### config.mk
export PLATFORM = sky130hd
export DESIGN_NAME = particle_sensor_frame_parser_unit
export DESIGN_NICKNAME = d
export VERILOG_FILES = /design/src/design/pfp_pkg.sv /design/src/design/particle_sensor_frame_parser_unit.sv /design/src/design/pfp_frame_ram.sv
export SDC_FILE = /design/constraint.sdc
export NUM_CORES = 1
export LEC_CHECK = 0
export ABC_AREA = 1
export BUFFER_PORTS_ARGS = -buffer_cell sky130_fd_sc_hd__clkbuf_2
export CORE_UTILIZATION = 62
export DETAILED_ROUTE_END_ITERATION = 10
export HOLD_SLACK_MARGIN = 0.06
export PLACE_DENSITY = 0.8
export SLEW_MARGIN = 0
export SYNTH_ARGS = -nofsm -noshare
export SYNTH_HDL_FRONTEND = slang
export SYNTH_SLANG_ARGS = --single-unit
### constraint.sdc
create_clock -name i_clk -period 4 [get_ports i_clk]
set_input_delay 0.6 -clock i_clk [delete_from_list [all_inputs] [get_ports i_clk]]
set_output_delay 0.6 -clock i_clk [all_outputs]
set_load 0.05 [all_outputs]
### src/design/pfp_pkg.sv
`default_nettype none
package pfp_pkg;

    localparam int FRAME_BYTES = 32;
    localparam int DATA_WORDS  = 13;
    localparam int ADDR_W      = $clog2(FRAME_BYTES);
    localparam int IDX_W       = 4;

    localparam logic [7:0]  HEAD_FIRST   = 8'h42;
    localparam logic [7:0]  HEAD_SECOND  = 8'h4D;
    localparam logic [15:0] LEN_EXPECTED = 16'd28;

    localparam logic [ADDR_W-1:0] OFS_FIRST  = ADDR_W'(0);
    localparam logic [ADDR_W-1:0] OFS_SECOND = ADDR_W'(1);
    localparam logic [ADDR_W-1:0] OFS_LEN_LO = ADDR_W'(3);
    localparam logic [ADDR_W-1:0] OFS_CSUM   = ADDR_W'(FRAME_BYTES - 2);
    localparam logic [ADDR_W-1:0] OFS_END    = ADDR_W'(FRAME_BYTES - 1);
    localparam logic [ADDR_W-1:0] OFS_DATA   = ADDR_W'(4);

    localparam logic [IDX_W-1:0]  IDX_LAST   = IDX_W'(DATA_WORDS - 1);

    localparam logic ST_DATA  = 1'b0;
    localparam logic ST_ERROR = 1'b1;

    typedef struct packed {
        logic              we;
        logic [ADDR_W-1:0] waddr;
        logic [7:0]        wdata;
        logic              re;
        logic [ADDR_W-1:0] raddr;
    } t_ram_req;

endpackage
`default_nettype wire

### src/design/particle_sensor_frame_parser_unit.sv
// Receive: one byte per cycle while o_s_tready is high; each accepted byte is
// written to the frame RAM. Checksum mismatch: the error result is valid in the
// cycle after the last byte. Match: data words are read from the frame RAM one
// byte per cycle (hi, lo) via RDHI, RDLO, LOAD; a word is read only once the
// output register is empty; no byte is taken during readout. Sync reset clears
// state, offset and output valid; frame RAM contents stay undefined, no clear pass.
`default_nettype none
module particle_sensor_frame_parser_unit (
    input  wire logic        i_clk,
    input  wire logic        i_rst_n,
    input  wire logic        i_s_tvalid,
    output logic             o_s_tready,
    input  wire logic [7:0]  i_s_tdata,   // [7:0] rx_byte
    output logic             o_m_tvalid,
    input  wire logic        i_m_tready,
    output logic [23:0]      o_m_tdata,   // [3:0] word_index, [19:4] word_value, pad
    output logic             o_m_tuser,   // [0] status
    output logic             o_m_tlast    // last
);
    import pfp_pkg::*;

    localparam logic [1:0] S_RX   = 2'd0;
    localparam logic [1:0] S_RDHI = 2'd1;
    localparam logic [1:0] S_RDLO = 2'd2;
    localparam logic [1:0] S_LOAD = 2'd3;

    logic [1:0]        r_state, n_state;
    logic [ADDR_W-1:0] r_ofs, n_ofs;
    logic [15:0]       r_sum, n_sum;
    logic [7:0]        r_prev;
    logic [7:0]        r_hi;
    logic [IDX_W-1:0]  r_widx, n_widx;
    logic              r_out_valid, n_out_valid;
    logic              r_out_st, n_out_st;
    logic [IDX_W-1:0]  r_out_idx, n_out_idx;
    logic [15:0]       r_out_val, n_out_val;
    logic              r_out_last, n_out_last;

    t_ram_req          ram_req;
    logic [7:0]        ram_rdata;
    logic              in_acc;
    logic              out_acc;
    logic [ADDR_W-1:0] hi_addr;

    pfp_frame_ram u_ram (
        .i_clk   (i_clk),
        .i_req   (ram_req),
        .o_rdata (ram_rdata)
    );

    assign o_s_tready = (r_state == S_RX) && !((r_ofs == OFS_END) && r_out_valid);
    assign in_acc     = i_s_tvalid && o_s_tready;
    assign out_acc    = r_out_valid && i_m_tready;
    assign hi_addr    = ADDR_W'({r_widx, 1'b0}) + OFS_DATA;

    always_comb begin
        ram_req.we    = in_acc;
        ram_req.waddr = r_ofs;
        ram_req.wdata = i_s_tdata;
        ram_req.re    = 1'b0;
        ram_req.raddr = hi_addr;
        if (r_state == S_RDHI) begin
            ram_req.re = !r_out_valid;
        end else if (r_state == S_RDLO) begin
            ram_req.re    = 1'b1;
            ram_req.raddr = hi_addr | ADDR_W'(1);
        end
    end

    always_comb begin
        n_state     = r_state;
        n_ofs       = r_ofs;
        n_sum       = r_sum;
        n_widx      = r_widx;
        n_out_valid = out_acc ? 1'b0 : r_out_valid;
        n_out_st    = r_out_st;
        n_out_idx   = r_out_idx;
        n_out_val   = r_out_val;
        n_out_last  = r_out_last;
        unique case (r_state)
            S_RX: begin
                if (in_acc) begin
                    n_ofs = r_ofs + ADDR_W'(1);
                    if (r_ofs == OFS_FIRST) begin
                        n_sum = 16'(i_s_tdata);
                    end else if (r_ofs < OFS_CSUM) begin
                        n_sum = r_sum + 16'(i_s_tdata);
                    end
                    if (r_ofs == OFS_FIRST && i_s_tdata != HEAD_FIRST) begin
                        n_ofs = OFS_FIRST;
                    end
                    if (r_ofs == OFS_SECOND && i_s_tdata != HEAD_SECOND) begin
                        n_ofs = OFS_FIRST;
                    end
                    if (r_ofs == OFS_LEN_LO && {r_prev, i_s_tdata} != LEN_EXPECTED) begin
                        n_ofs = OFS_FIRST;
                    end
                    if (r_ofs == OFS_END) begin
                        n_ofs = OFS_FIRST;
                        if ({r_prev, i_s_tdata} == r_sum) begin
                            n_widx  = '0;
                            n_state = S_RDHI;
                        end else begin
                            n_out_valid = 1'b1;
                            n_out_st    = ST_ERROR;
                            n_out_idx   = '0;
                            n_out_val   = r_sum;
                            n_out_last  = 1'b1;
                        end
                    end
                end
            end
            S_RDHI: begin
                if (!r_out_valid) begin
                    n_state = S_RDLO;
                end
            end
            S_RDLO: begin
                n_state = S_LOAD;
            end
            S_LOAD: begin
                n_out_valid = 1'b1;
                n_out_st    = ST_DATA;
                n_out_idx   = r_widx;
                n_out_val   = {r_hi, ram_rdata};
                n_out_last  = (r_widx == IDX_LAST);
                if (r_widx == IDX_LAST) begin
                    n_state = S_RX;
                end else begin
                    n_widx  = r_widx + IDX_W'(1);
                    n_state = S_RDHI;
                end
            end
            default: n_state = S_RX;
        endcase
    end

    always_ff @(posedge i_clk) begin
        if (!i_rst_n) begin
            r_state     <= S_RX;
            r_ofs       <= OFS_FIRST;
            r_out_valid <= 1'b0;
        end else begin
            r_state     <= n_state;
            r_ofs       <= n_ofs;
            r_out_valid <= n_out_valid;
        end
    end

    always_ff @(posedge i_clk) begin
        r_sum      <= n_sum;
        r_widx     <= n_widx;
        r_out_st   <= n_out_st;
        r_out_idx  <= n_out_idx;
        r_out_val  <= n_out_val;
        r_out_last <= n_out_last;
        if (in_acc) begin
            r_prev <= i_s_tdata;
        end
        if (r_state == S_RDLO) begin
            r_hi <= ram_rdata;
        end
    end

    assign o_m_tvalid = r_out_valid;
    assign o_m_tdata  = {4'b0, r_out_val, r_out_idx};
    assign o_m_tuser  = r_out_st;
    assign o_m_tlast  = r_out_last;

`ifndef SYNTHESIS
    a_no_rx_in_readout: assert property (@(posedge i_clk) disable iff (!i_rst_n)
        (r_state != S_RX) |-> !o_s_tready)
        else $error("byte accepted during readout");
    a_load_into_empty: assert property (@(posedge i_clk) disable iff (!i_rst_n)
        (r_state == S_LOAD) |-> !r_out_valid)
        else $error("output register overwritten");
    a_error_is_last: assert property (@(posedge i_clk) disable iff (!i_rst_n)
        (r_out_valid && r_out_st == ST_ERROR) |-> (r_out_last && r_out_idx == '0))
        else $error("error result not last");
    a_idx_range: assert property (@(posedge i_clk) disable iff (!i_rst_n)
        (r_state != S_RX) |-> (r_widx <= IDX_LAST))
        else $error("word index out of range");
    a_match_starts_readout: assert property (@(posedge i_clk) disable iff (!i_rst_n)
        (in_acc && r_ofs == OFS_END && {r_prev, i_s_tdata} == r_sum)
        |=> (r_state == S_RDHI && r_ofs == OFS_FIRST))
        else $error("readout not started on checksum match");
`endif

endmodule
`default_nettype wire

### src/design/pfp_frame_ram.sv
`default_nettype none
module pfp_frame_ram (
    input  wire logic              i_clk,
    input  wire pfp_pkg::t_ram_req i_req,
    output logic [7:0]             o_rdata
);
    import pfp_pkg::*;

    logic [7:0] r_mem [FRAME_BYTES];

    always_ff @(posedge i_clk) begin
        if (i_req.we) begin
            r_mem[i_req.waddr] <= i_req.wdata;
        end
    end

    always_ff @(posedge i_clk) begin
        if (i_req.re) begin
            o_rdata <= r_mem[i_req.raddr];
        end
    end

endmodule
`default_nettype wire
After elaboration in Yosys (flattened, before gate mapping)
Memories as Yosys holds them, arrays and structs flattened. A register that Yosys moved wholly into a read port is not among the register bits.
Index checks and enable logic that the tools add are counted.

word-level totals
  bits in registers = 66
  memory bits (writable) = 256
  output and inout port bits = 28
  memories = 1

cells by class
  $add $sub $neg = 4
  order comparisons = 1
  equality and inequality tests = 17
  multiplexer cells = 40
  reductions and logical operators = 18

memory list
  name         depth  bits a word  rd ports  clocked after memory_dff  write ports  RTL line            text
  u_ram.r_mem  32     8            1         1                         1            pfp_frame_ram.sv:9  logic [7:0] r_mem [FRAME_BYTES];

operators with widths
  kind                 count
  $mux 16              4
  $pmux 16 s2          1
  $mux 4               7
  $mux 5               5
  $add 16x8->16        1
  $eq 16x16->1         1
  $ne 16x5->1 const B  1
  $ne 8x7->1 const B   2
  $pmux 4 s2           2
  $mux 1               11
  $mux 2               4
  $mux 8               1
  $ne 2x2->1 const B   4
  $pmux 2 s4           1
  $reduce_and 4->1     2
  $logic_and 1x1->1    7
  $mux 6               1
  $pmux 1 s2           3
  $add 5x1->5 const B  1
  $add 5x3->5 const B  1
  $eq 5x1->1 const B   1
  $eq 5x2->1 const B   1
  $eq 5x5->1 const B   1
  $logic_not 5->1      1
  12 further kinds     16

Depth between registers and ports, before layout
Gate-level depths: netlist of run 1.

  depth after elaboration = 7
  mapped depth = 12

By module
A second synthesis of run 1 with hierarchy kept.

unflattened totals
  cell total of the unflattened synthesis = 1340
  area total of the unflattened synthesis = 14526.4 um^2

modules (own cells, without submodules)
  module                             instances  cells an instance  area each (um^2)  sequential area each (um^2)
  pfp_frame_ram                      1          922                10866.7           7927.6
  particle_sensor_frame_parser_unit  1          418                3659.8            1901.8

Least setup slack after synthesis of run 1
Ideal clock, no wire load.

  kind = register -> register
  from = reg r_ofs[1]
  to = reg r_out_last, in the netlist o_m_tlast, enable pin
  arrival time = 3652 ps
  setup slack = -87 ps
  stages on the path, launching flop included = 11
  period minus slack after synthesis = 4087 ps
  cell sequence = dfxtp_1 > ha_1 > nand2_1 > nor2_1 > ha_1 > a21oi_2 > nand2_4 > inv_4 > nand2_1 > o21bai_1 > a21boi_0

between the ends
  word-level cells in the longest chain between the ends = 7

RTL lines
  what                        RTL line                                  text
  from (decl)                 particle_sensor_frame_parser_unit.sv:28   logic [ADDR_W-1:0] r_ofs, n_ofs;
  from (signal assigned)      particle_sensor_frame_parser_unit.sv:145  r_ofs <= n_ofs;
  $eq 5x5->1                  particle_sensor_frame_parser_unit.sv:51   assign o_s_tready = (r_state == S_RX) && !((r_ofs == OFS_END) && r_out_valid);
  $logic_and 1x1->1           particle_sensor_frame_parser_unit.sv:51
  $logic_not 1->1             particle_sensor_frame_parser_unit.sv:51
  $logic_and 1x1->1           particle_sensor_frame_parser_unit.sv:51
  named net o_s_tready        particle_sensor_frame_parser_unit.sv:12   output logic o_s_tready,
  $logic_and 1x1->1           particle_sensor_frame_parser_unit.sv:52   assign in_acc = i_s_tvalid && o_s_tready;
  named net in_acc            particle_sensor_frame_parser_unit.sv:41   logic in_acc;
  $ne 2x2->1 (no line)        -
  $reduce_and 4->1 (no line)  -
  to (signal assigned)        particle_sensor_frame_parser_unit.sv:156  r_out_last <= n_out_last;
  to (decl)                   particle_sensor_frame_parser_unit.sv:37   logic r_out_last, n_out_last;

The timed path passes the listed nets, and every way through them passes these cells.
A chain may end at the register's enable or synchronous reset.

Worst setup path after layout of run 1
  from = reg r_state[0]
  to = reg u_ram.o_rdata[7] (read register of u_ram.r_mem), data pin

between the ends
  word-level cells in the longest chain between the ends = 3

RTL lines
  what                              RTL line                                  text
  from (decl)                       particle_sensor_frame_parser_unit.sv:27   logic [1:0] r_state, n_state;
  from (signal assigned)            particle_sensor_frame_parser_unit.sv:144  r_state <= n_state;
  $eq 2x2->1                        particle_sensor_frame_parser_unit.sv:64   end else if (r_state == S_RDLO) begin
  $mux 6                            particle_sensor_frame_parser_unit.sv:64
  $mux 5 or $mux 1 (tied branches)  particle_sensor_frame_parser_unit.sv:62   if (r_state == S_RDHI) begin
  to (decl)                         pfp_frame_ram.sv:5                        output logic [7:0] o_rdata

Parallel ways exist; a longest one is shown, timed or not.

==> results.md, run 1 <==
- Reg2reg start: r_state[0]
- Outcome: completed
- H-Tree Depth: 2
- Pre-CTS setup slack: 1.01 ns
- Initial antenna violation count: 0
- Prevailing post-synth register cell: edfxtp_1
- Switching pwr: 1.44 mW
- Share of cells above drive strength 1: 9.14%
- GP Congestion: 0.915
- Arrival @ worst endpoint: 3.35 ns
- Post-DP Area: 14500 um2
- Reg area: 9830 um2
- Cells after Synth: 1204
- Post-synth top area share: 68.3%
- Synth unique cells: 38
- Worst Hold End: o_m_tvalid
- Period utilization: 77.5%
- Clk buf depth: 3
- Vias in the first global route: 9491
- Post-Syn Area: 14200 um2
- Design area: 15600 um2
- Gate power share: 2.7%
- Post-Synth Adder-Cell Area: 2.00%
- Reg power frac: 52.9%
- Clock network power share: 44.4%
- Pwr Density: 463 nW/um2
- Drt pass-1 iters: 6
- Vias per cell: 6.37
- DP Wirelength: 21700 um
- Sequential-to-total area share from yosys stat: 69.4%
- Routed via count: 9802
- Nets: 1267
- Pwr Total: 7.23 mW
- Diodes inserted: 0
- Post-CTS resize count: 0
- Fmax: 0.323 GHz
- Max-Cap Viols: 0
- Largest net degree at the start of global routing: 106
- Post-synthesis compound-gate area fraction: 10.6%
- Non-filler cells, final: 1538
- I/O pin total: 40
- Worst vdd ir: 358 uV
- Most frequent cells in the layout: edfxtp_1 (322), nor2_1 (236), nand2_1 (164)
- Seq cells post-synth: 330
- WL per Instance: 23.0 um
- Syn. warnings: 0
- Die X: 153 um
- Most common cell after layout, fill and taps aside: edfxtp_1
- Clock Sinks: 330
- Combinational family with the most area after synthesis: simple AND/OR/NAND/NOR gates
- Critical Path Sink Type: register
- DIE HEIGHT: 153 um
- Clock Latency Late Sink: 0.52 ns
- Cell internal pwr: 5.79 mW
- Setup tns final: 0 ns
- Req. time, crit path: 4.25 ns
- Minimum clock period: 3.10 ns
- FF-to-FF End: u_ram.o_rdata[7]
- Synth area leaders: edfxtp_1 (68%), nor2_1 (6.3%), o21ai_0 (4.6%), nand2_1 (4.3%), o211ai_1 (2.2%)
- Setup Skew: 0.0106 ns
- Layout Utilization: 70.7%
- Average cell area after synthesis: 11.8 um2
- Initial Util: 64.1%
- Switching part of the total: 19.9%
- Core footprint: 22100 um2
- Cell taking the most area after synthesis: edfxtp_1
- Clock transition at path regs: 0.06 ns
- CP Max Fanout: 58
- Post-synthesis simple-gate area fraction: 13.1%
- Filler cells: 1449
- XOR/XNOR share of the synthesized area: 0.495%
- Layout area overhead: 10.2%
- EDFF count, synth: 322
- Post-CTS Setup Repair Bufs: 0
- RSZ-0062 raised after global routing: no
- Row Count: 54
- Slew @ Worst Pin: 0.946 ns
- Reg2Reg Depth: 10
- Tightest Hold Check Type: input port to register
- Max-slew violations: 0
- Die ar.: 23500 um2
- Final wirelength: 35400 um
- Hold_sp: i_m_tready
- DRC viols: 0
- Placed cell count: 1477
- Critical Setup Path Class: register to register
- Number of I/O port buffers: 35
- Antenna Violating Nets Remaining: 0
- Final count of negative-setup-slack endpoints: 0
- Hold_buf cts: 0
- Final hold viol count: 0
- Post-synth ARST share: 0%
- DRT iter0 DRCs: 1411
- CTS tree: done
- Root Buffer: clkbuf_16
- Fin Hold WS: 0.343 ns
- Hold Path Stages: 4
- Critical Path Start Type: register
- First-pass GRT wire length: 53600 um
- Fin worst setup slack: 0.900 ns
- Slew HR: 36.9%
- Total CTS buffers: 34
- Pleak: 5.48 nW
- R2R setup slack: 0.90 ns
- Mux cell area share after synthesis: 0%
- Gr usage total: 30.8%
- GR Overflow Total: 0
- Area of the multi-input gates: 3740 um2
==> worst max-delay path: stages (launching register included) <==
cell and delay, ns:
dfxtp_1 0.36, inv_1 0.20, ha_4 0.58, inv_2 0.56, buf_12 0.34, o21ai_0 0.21, o211ai_1 0.19, nand3_1 0.17
nand2_1 0.07, nand2_1 0.06, nand2_1 0.07
==> cells by family (layout without fill, tap and decap cells) <==
kind of cell	after synthesis	in the layout
AO/OA/AOI/OAI	254	254
XOR/XNOR	8	8
adder cells (fa/ha/maj)	22	22
buffers and inverters	123	174
flip-flops	330	330
other	1	4
AND/OR/NAND/NOR	466	466
==> power by group through the flow <==
stage / logic (mW) / clock network [mW] / registers [mW]
4_1_cts: 0.190 / 3.21 / 3.82
5_1_grt: 0.212 / 3.34 / 3.82
2_1_floorplan: 0.0936 / 0 / 3.89
3_3_place_gp: 0.184 / 0 / 3.89
6_report: 0.195 / 3.21 / 3.82
3_5_place_dp: 0.189 / 0 / 3.89
==> layer usage <==
metal / GRT usage [%] / routed length, um
met5: 0 / 0
met4: 11.6 / 1150
met3: 5.56 / 4170
met2: 49.0 / 16600
met1: 42.7 / 13500
==> worst max path at each step <==
stage | startpoint | cells after the start | slack [ns] | endpoint
3_3_place_gp | r_ofs[1] | 9 | 1.04 | u_ram.r_mem[1][0]
5_1_grt | r_state[0] | 11 | 0.75 | u_ram.o_rdata[3]
3_5_place_dp | r_state[0] | 10 | 1.01 | u_ram.o_rdata[0]
2_1_floorplan | r_ofs[1] | 10 | 0.51 | o_m_tlast
6_report | r_state[0] | 10 | 0.90 | u_ram.o_rdata[7]
4_1_cts | r_ofs[1] | 9 | 0.98 | u_ram.r_mem[22][6]
==> state kept, by name (all words and copies together) (netlist names) <==
register / count
u_ram.r_mem: 256
r_ofs: 5
u_ram.o_rdata: 8
r_state: 2
o_m_tlast: 1
o_m_tuser: 1
r_out_idx: 4
r_hi: 8
r_widx: 4
r_prev: 8
r_sum: 16
o_m_tvalid: 1
r_out_val: 16
==> synthesized netlist by cell type, types with 2 or more instances <==
master and count:
edfxtp_1 322, nor2_1 236, nand2_1 164, o21ai_0 129, inv_1 55, nand3_1 47
o211ai_1 41, o21ai_1 30, o221ai_1 24, ha_1 21, buf_2 20, a21oi_1 19
clkbuf_1 16, buf_6 12, buf_4 10, dfxtp_1 8, nand4_1 7, nor3_1 5
xnor2_1 4, xor2_1 4, a21oi_2 3, a31oi_1 3, clkbuf_2 3, inv_2 3
buf_1 2, inv_4 2, nand3b_1 2, nor2_2 2
==> area by class of cell <==
cell class | instances | share of cell area, %
inverter | 60 | 1.47
clock buffer | 45 | 6.12
tap | 280 | 2.24
multi-input combinational | 754 | 24.0
timing repair buffer | 53 | 2.15
sequential | 330 | 62.9
clock inverter | 16 | 1.12
No activity file was read; power rests on OpenSTA's default activity.
==> run 2, diff against run 1 <==
--- a/config.mk
+++ b/config.mk
@@ -7,10 +7,10 @@
 export LEC_CHECK = 0
 export ABC_AREA = 1
 export BUFFER_PORTS_ARGS = -buffer_cell sky130_fd_sc_hd__clkbuf_2
-export CORE_UTILIZATION = 62
+export CORE_UTILIZATION = 56
 export DETAILED_ROUTE_END_ITERATION = 10
 export HOLD_SLACK_MARGIN = 0.06
-export PLACE_DENSITY = 0.8
+export PLACE_DENSITY = 0.77
 export SLEW_MARGIN = 0
 export SYNTH_ARGS = -nofsm -noshare
 export SYNTH_HDL_FRONTEND = slang
==> constraint.sdc (replaced) <==
create_clock -name i_clk -period 2.8 [get_ports i_clk]
set_input_delay 0.42 -clock i_clk [delete_from_list [all_inputs] [get_ports i_clk]]
set_output_delay 0.42 -clock i_clk [all_outputs]
set_load 0.05 [all_outputs]
==> results.md, run 2 (synthesis results as in run 1) <==
- Cell internal pwr: 8.28 mW (+43%)
- Switching pwr: 2.05 mW (+42%)
- Worst Hold End: o_m_tvalid
- Most common cell after layout, fill and taps aside: edfxtp_1
- Slew @ Worst Pin: 0.716 ns (-0.230 ns)
- Final hold viol count: 0 (unchanged)
- GR Overflow Total: 0 (unchanged)
- Arrival @ worst endpoint: 2.85 ns (-0.50 ns)
- Pleak: 5.70 nW (+4.0%)
- DRC viols: 0 (unchanged)
- Design area: 16000 um2 (+2.5%)
- Max reg flops: 256 (unchanged)
- Reg2reg start: r_ofs[1]
- Reg power frac: 52.9% (about the same)
- Post-CTS resize count: 0 (unchanged)
- Clk buf depth: 3 (unchanged)
- Critical Path Start Type: register
- Vias in the first global route: 9530 (+0.41%)
- Crit-path cells: ha_1 -> nand2_1 -> nor2_1 -> ha_1 -> a21oi_4 -> nand2_4 -> inv_4 -> nand2_1 -> nor2_1 -> buf_4
- Number of I/O port buffers: 35 (unchanged)
- Layout area overhead: 13.0%
- H-Tree Depth: 2 (unchanged)
- Hold Path Stages: 4 (unchanged)
- Final count of negative-setup-slack endpoints: 0 (unchanged)
- Pre-CTS setup slack: 0.237 ns (-0.776 ns)
- Setup tns final: 0 ns (unchanged)
- FF-to-FF End: u_ram.r_mem[25][0]
- I/O pin total: 40 (unchanged)
- R2R setup slack: 0.17 ns (-0.73 ns)
- DIE HEIGHT: 161 um (+5.2%)
- DR WL met2: 15800 um (-5.0%)
- Critical Setup Path Class: register to register
- Wire length on met1: 13800 um (+2.4%)
- Minimum clock period: 2.63 ns (-0.466 ns)
- Largest registers: u_ram.r_mem: 256 flops, r_out_val: 16 flops, r_sum: 16 flops
- Buf+Inv Stages, Crit Path: 2 (-1)
- Reg2Reg Depth: 10 (unchanged)
- WL per Instance: 21.2 um (-8.1%)
- Row Count: 57 (+5.6%)
- GP Congestion: 0.900 (-1.6%)
- Most frequent cells in the layout: edfxtp_1 (322), nor2_1 (236), nand2_1 (164)
- Filler cells: 1809 (+25%)
- Nets: 1303 (+2.8%)
- Die ar.: 25900 um2 (+11%)
- Routed via count: 9731 (-0.72%)
- Post-CTS Setup Repair Bufs: 0 (unchanged)
- Diodes inserted: 0 (unchanged)
- Outcome: completed
- DRT iter0 DRCs: 1094 (-22%)
- Hold_buf cts: 0 (unchanged)
- Fin worst setup slack: 0.165 ns (-0.734 ns)
- Clock network power share: 44.5% (about the same)
- CTS tree: done
- Initial antenna violation count: 0 (unchanged)
- Largest net degree at the start of global routing: 129 (+22%)
- Setup Skew: 0.0120 ns (+0.00144 ns)
- Vias per cell: 6.01 (-5.7%)
- Root Buffer: clkbuf_16
- Fin Hold WS: 0.187 ns (-0.156 ns)
- Share of cells above drive strength 1: 11.8% (+2.7 points)
- Gr usage total: 27.0% (-3.7 points)
- Hold_sp: i_m_tready
- Crit path largest cell delay: 0.39 ns (-0.19 ns)
- Final wirelength: 34200 um (-3.3%)
- Clock Latency Late Sink: 0.52 ns (about the same)
- Req. time, crit path: 3.02 ns (-1.23 ns)
- Layout Utilization: 65.3% (-5.4 points)
- Delay-heaviest family, CP: simple AND/OR/NAND/NOR gates
- DR WL met3: 3260 um (-22%)
- Clock Sinks: 330 (unchanged)
- DP Wirelength: 21200 um (-2.2%)
- Max-slew violations: 0 (unchanged)
- Critical Path Sink Type: register
- Drt pass-1 iters: 6 (unchanged)
- Max-Cap Viols: 0 (unchanged)
- Post-DP Area: 14900 um2 (+2.7%)
- Max Used Layer: met4
- RSZ-0062 raised after global routing: no
- Clock transition at path regs: 0.06 ns (about the same)
- CP max stage cell: nand2_1
- Pwr Density: 645 nW/um2 (+39%)
- Switching part of the total: 19.8% (-0.065 points)
- Worst vdd ir: 655 uV (+83%)
- Gate power share: 2.7% (about the same)
- Total CTS buffers: 34 (unchanged)
- Slew HR: 52.3% (+15 points)
- CP Max Fanout: 16 (-72%)
- Largest register by flop count: u_ram.r_mem
- Die X: 161 um (+5.2%)
- First-pass GRT wire length: 52500 um (-2.1%)
- Initial Util: 57.7% (-6.4 points)
- Antenna Violating Nets Remaining: 0 (unchanged)
- Core footprint: 24500 um2 (+11%)
- Setup crit start: r_ofs[1]
- Tightest Hold Check Type: input port to register
- Fmax: 0.380 GHz (+18%)
- Period utilization: 94.1% (+17 points)
run 2: layer usage:
layer | GRT usage, % | vias up
li1 | - | 4424
met1 | 36.6 | 4652
met2 | 41.9 | 544
met3 | 5.80 | 111
met4 | 13.3 | 0
met5 | 0 | -
run 2: area by class of cell:
class	count	area [um2]	share of cell area (%)
multi-input combinational	754	3760	23.5
timing repair buffer	89	643	4.02
inverter	60	230	1.44
clock inverter	18	188	1.17
sequential	330	9830	61.4
clock buffer	44	952	5.95
tap	324	405	2.53
run 2: worst min-delay path, cell delays in order:
cell and delay (ns):
clkbuf_2 0.07, inv_1 0.03, nand2_1 0.08, a21oi_2 0.06
run 2: how the worst max path moves through the flow:
stage	endpoint	slack (ns)	depth (start not counted)
CTS	u_ram.r_mem[30][2]	0.19	10
floorplan	o_m_tlast	0.07	10
global placement	u_ram.r_mem[6][2]	0.31	10
finish	u_ram.r_mem[25][0]	0.17	10
global route	u_ram.r_mem[30][2]	0.04	10
detailed placement	u_ram.r_mem[22][1]	0.24	10
run 2: power by group through the flow:
stage	Clock [mW]	Sequential (mW)	Combinational [mW]
6_report	4.59	5.46	0.277
5_1_grt	4.81	5.46	0.301
4_1_cts	4.62	5.46	0.274
3_5_place_dp	0	5.56	0.271
3_3_place_gp	0	5.56	0.267
2_1_floorplan	0	5.55	0.134
run 2: through the flow:
stage	power (mW)	instances
after floorplan	5.69	1207
after global placement	5.83	1557
after detailed placement	5.83	1557
after CTS	10.4	1619
after global routing	10.6	1619
final	10.3	1619
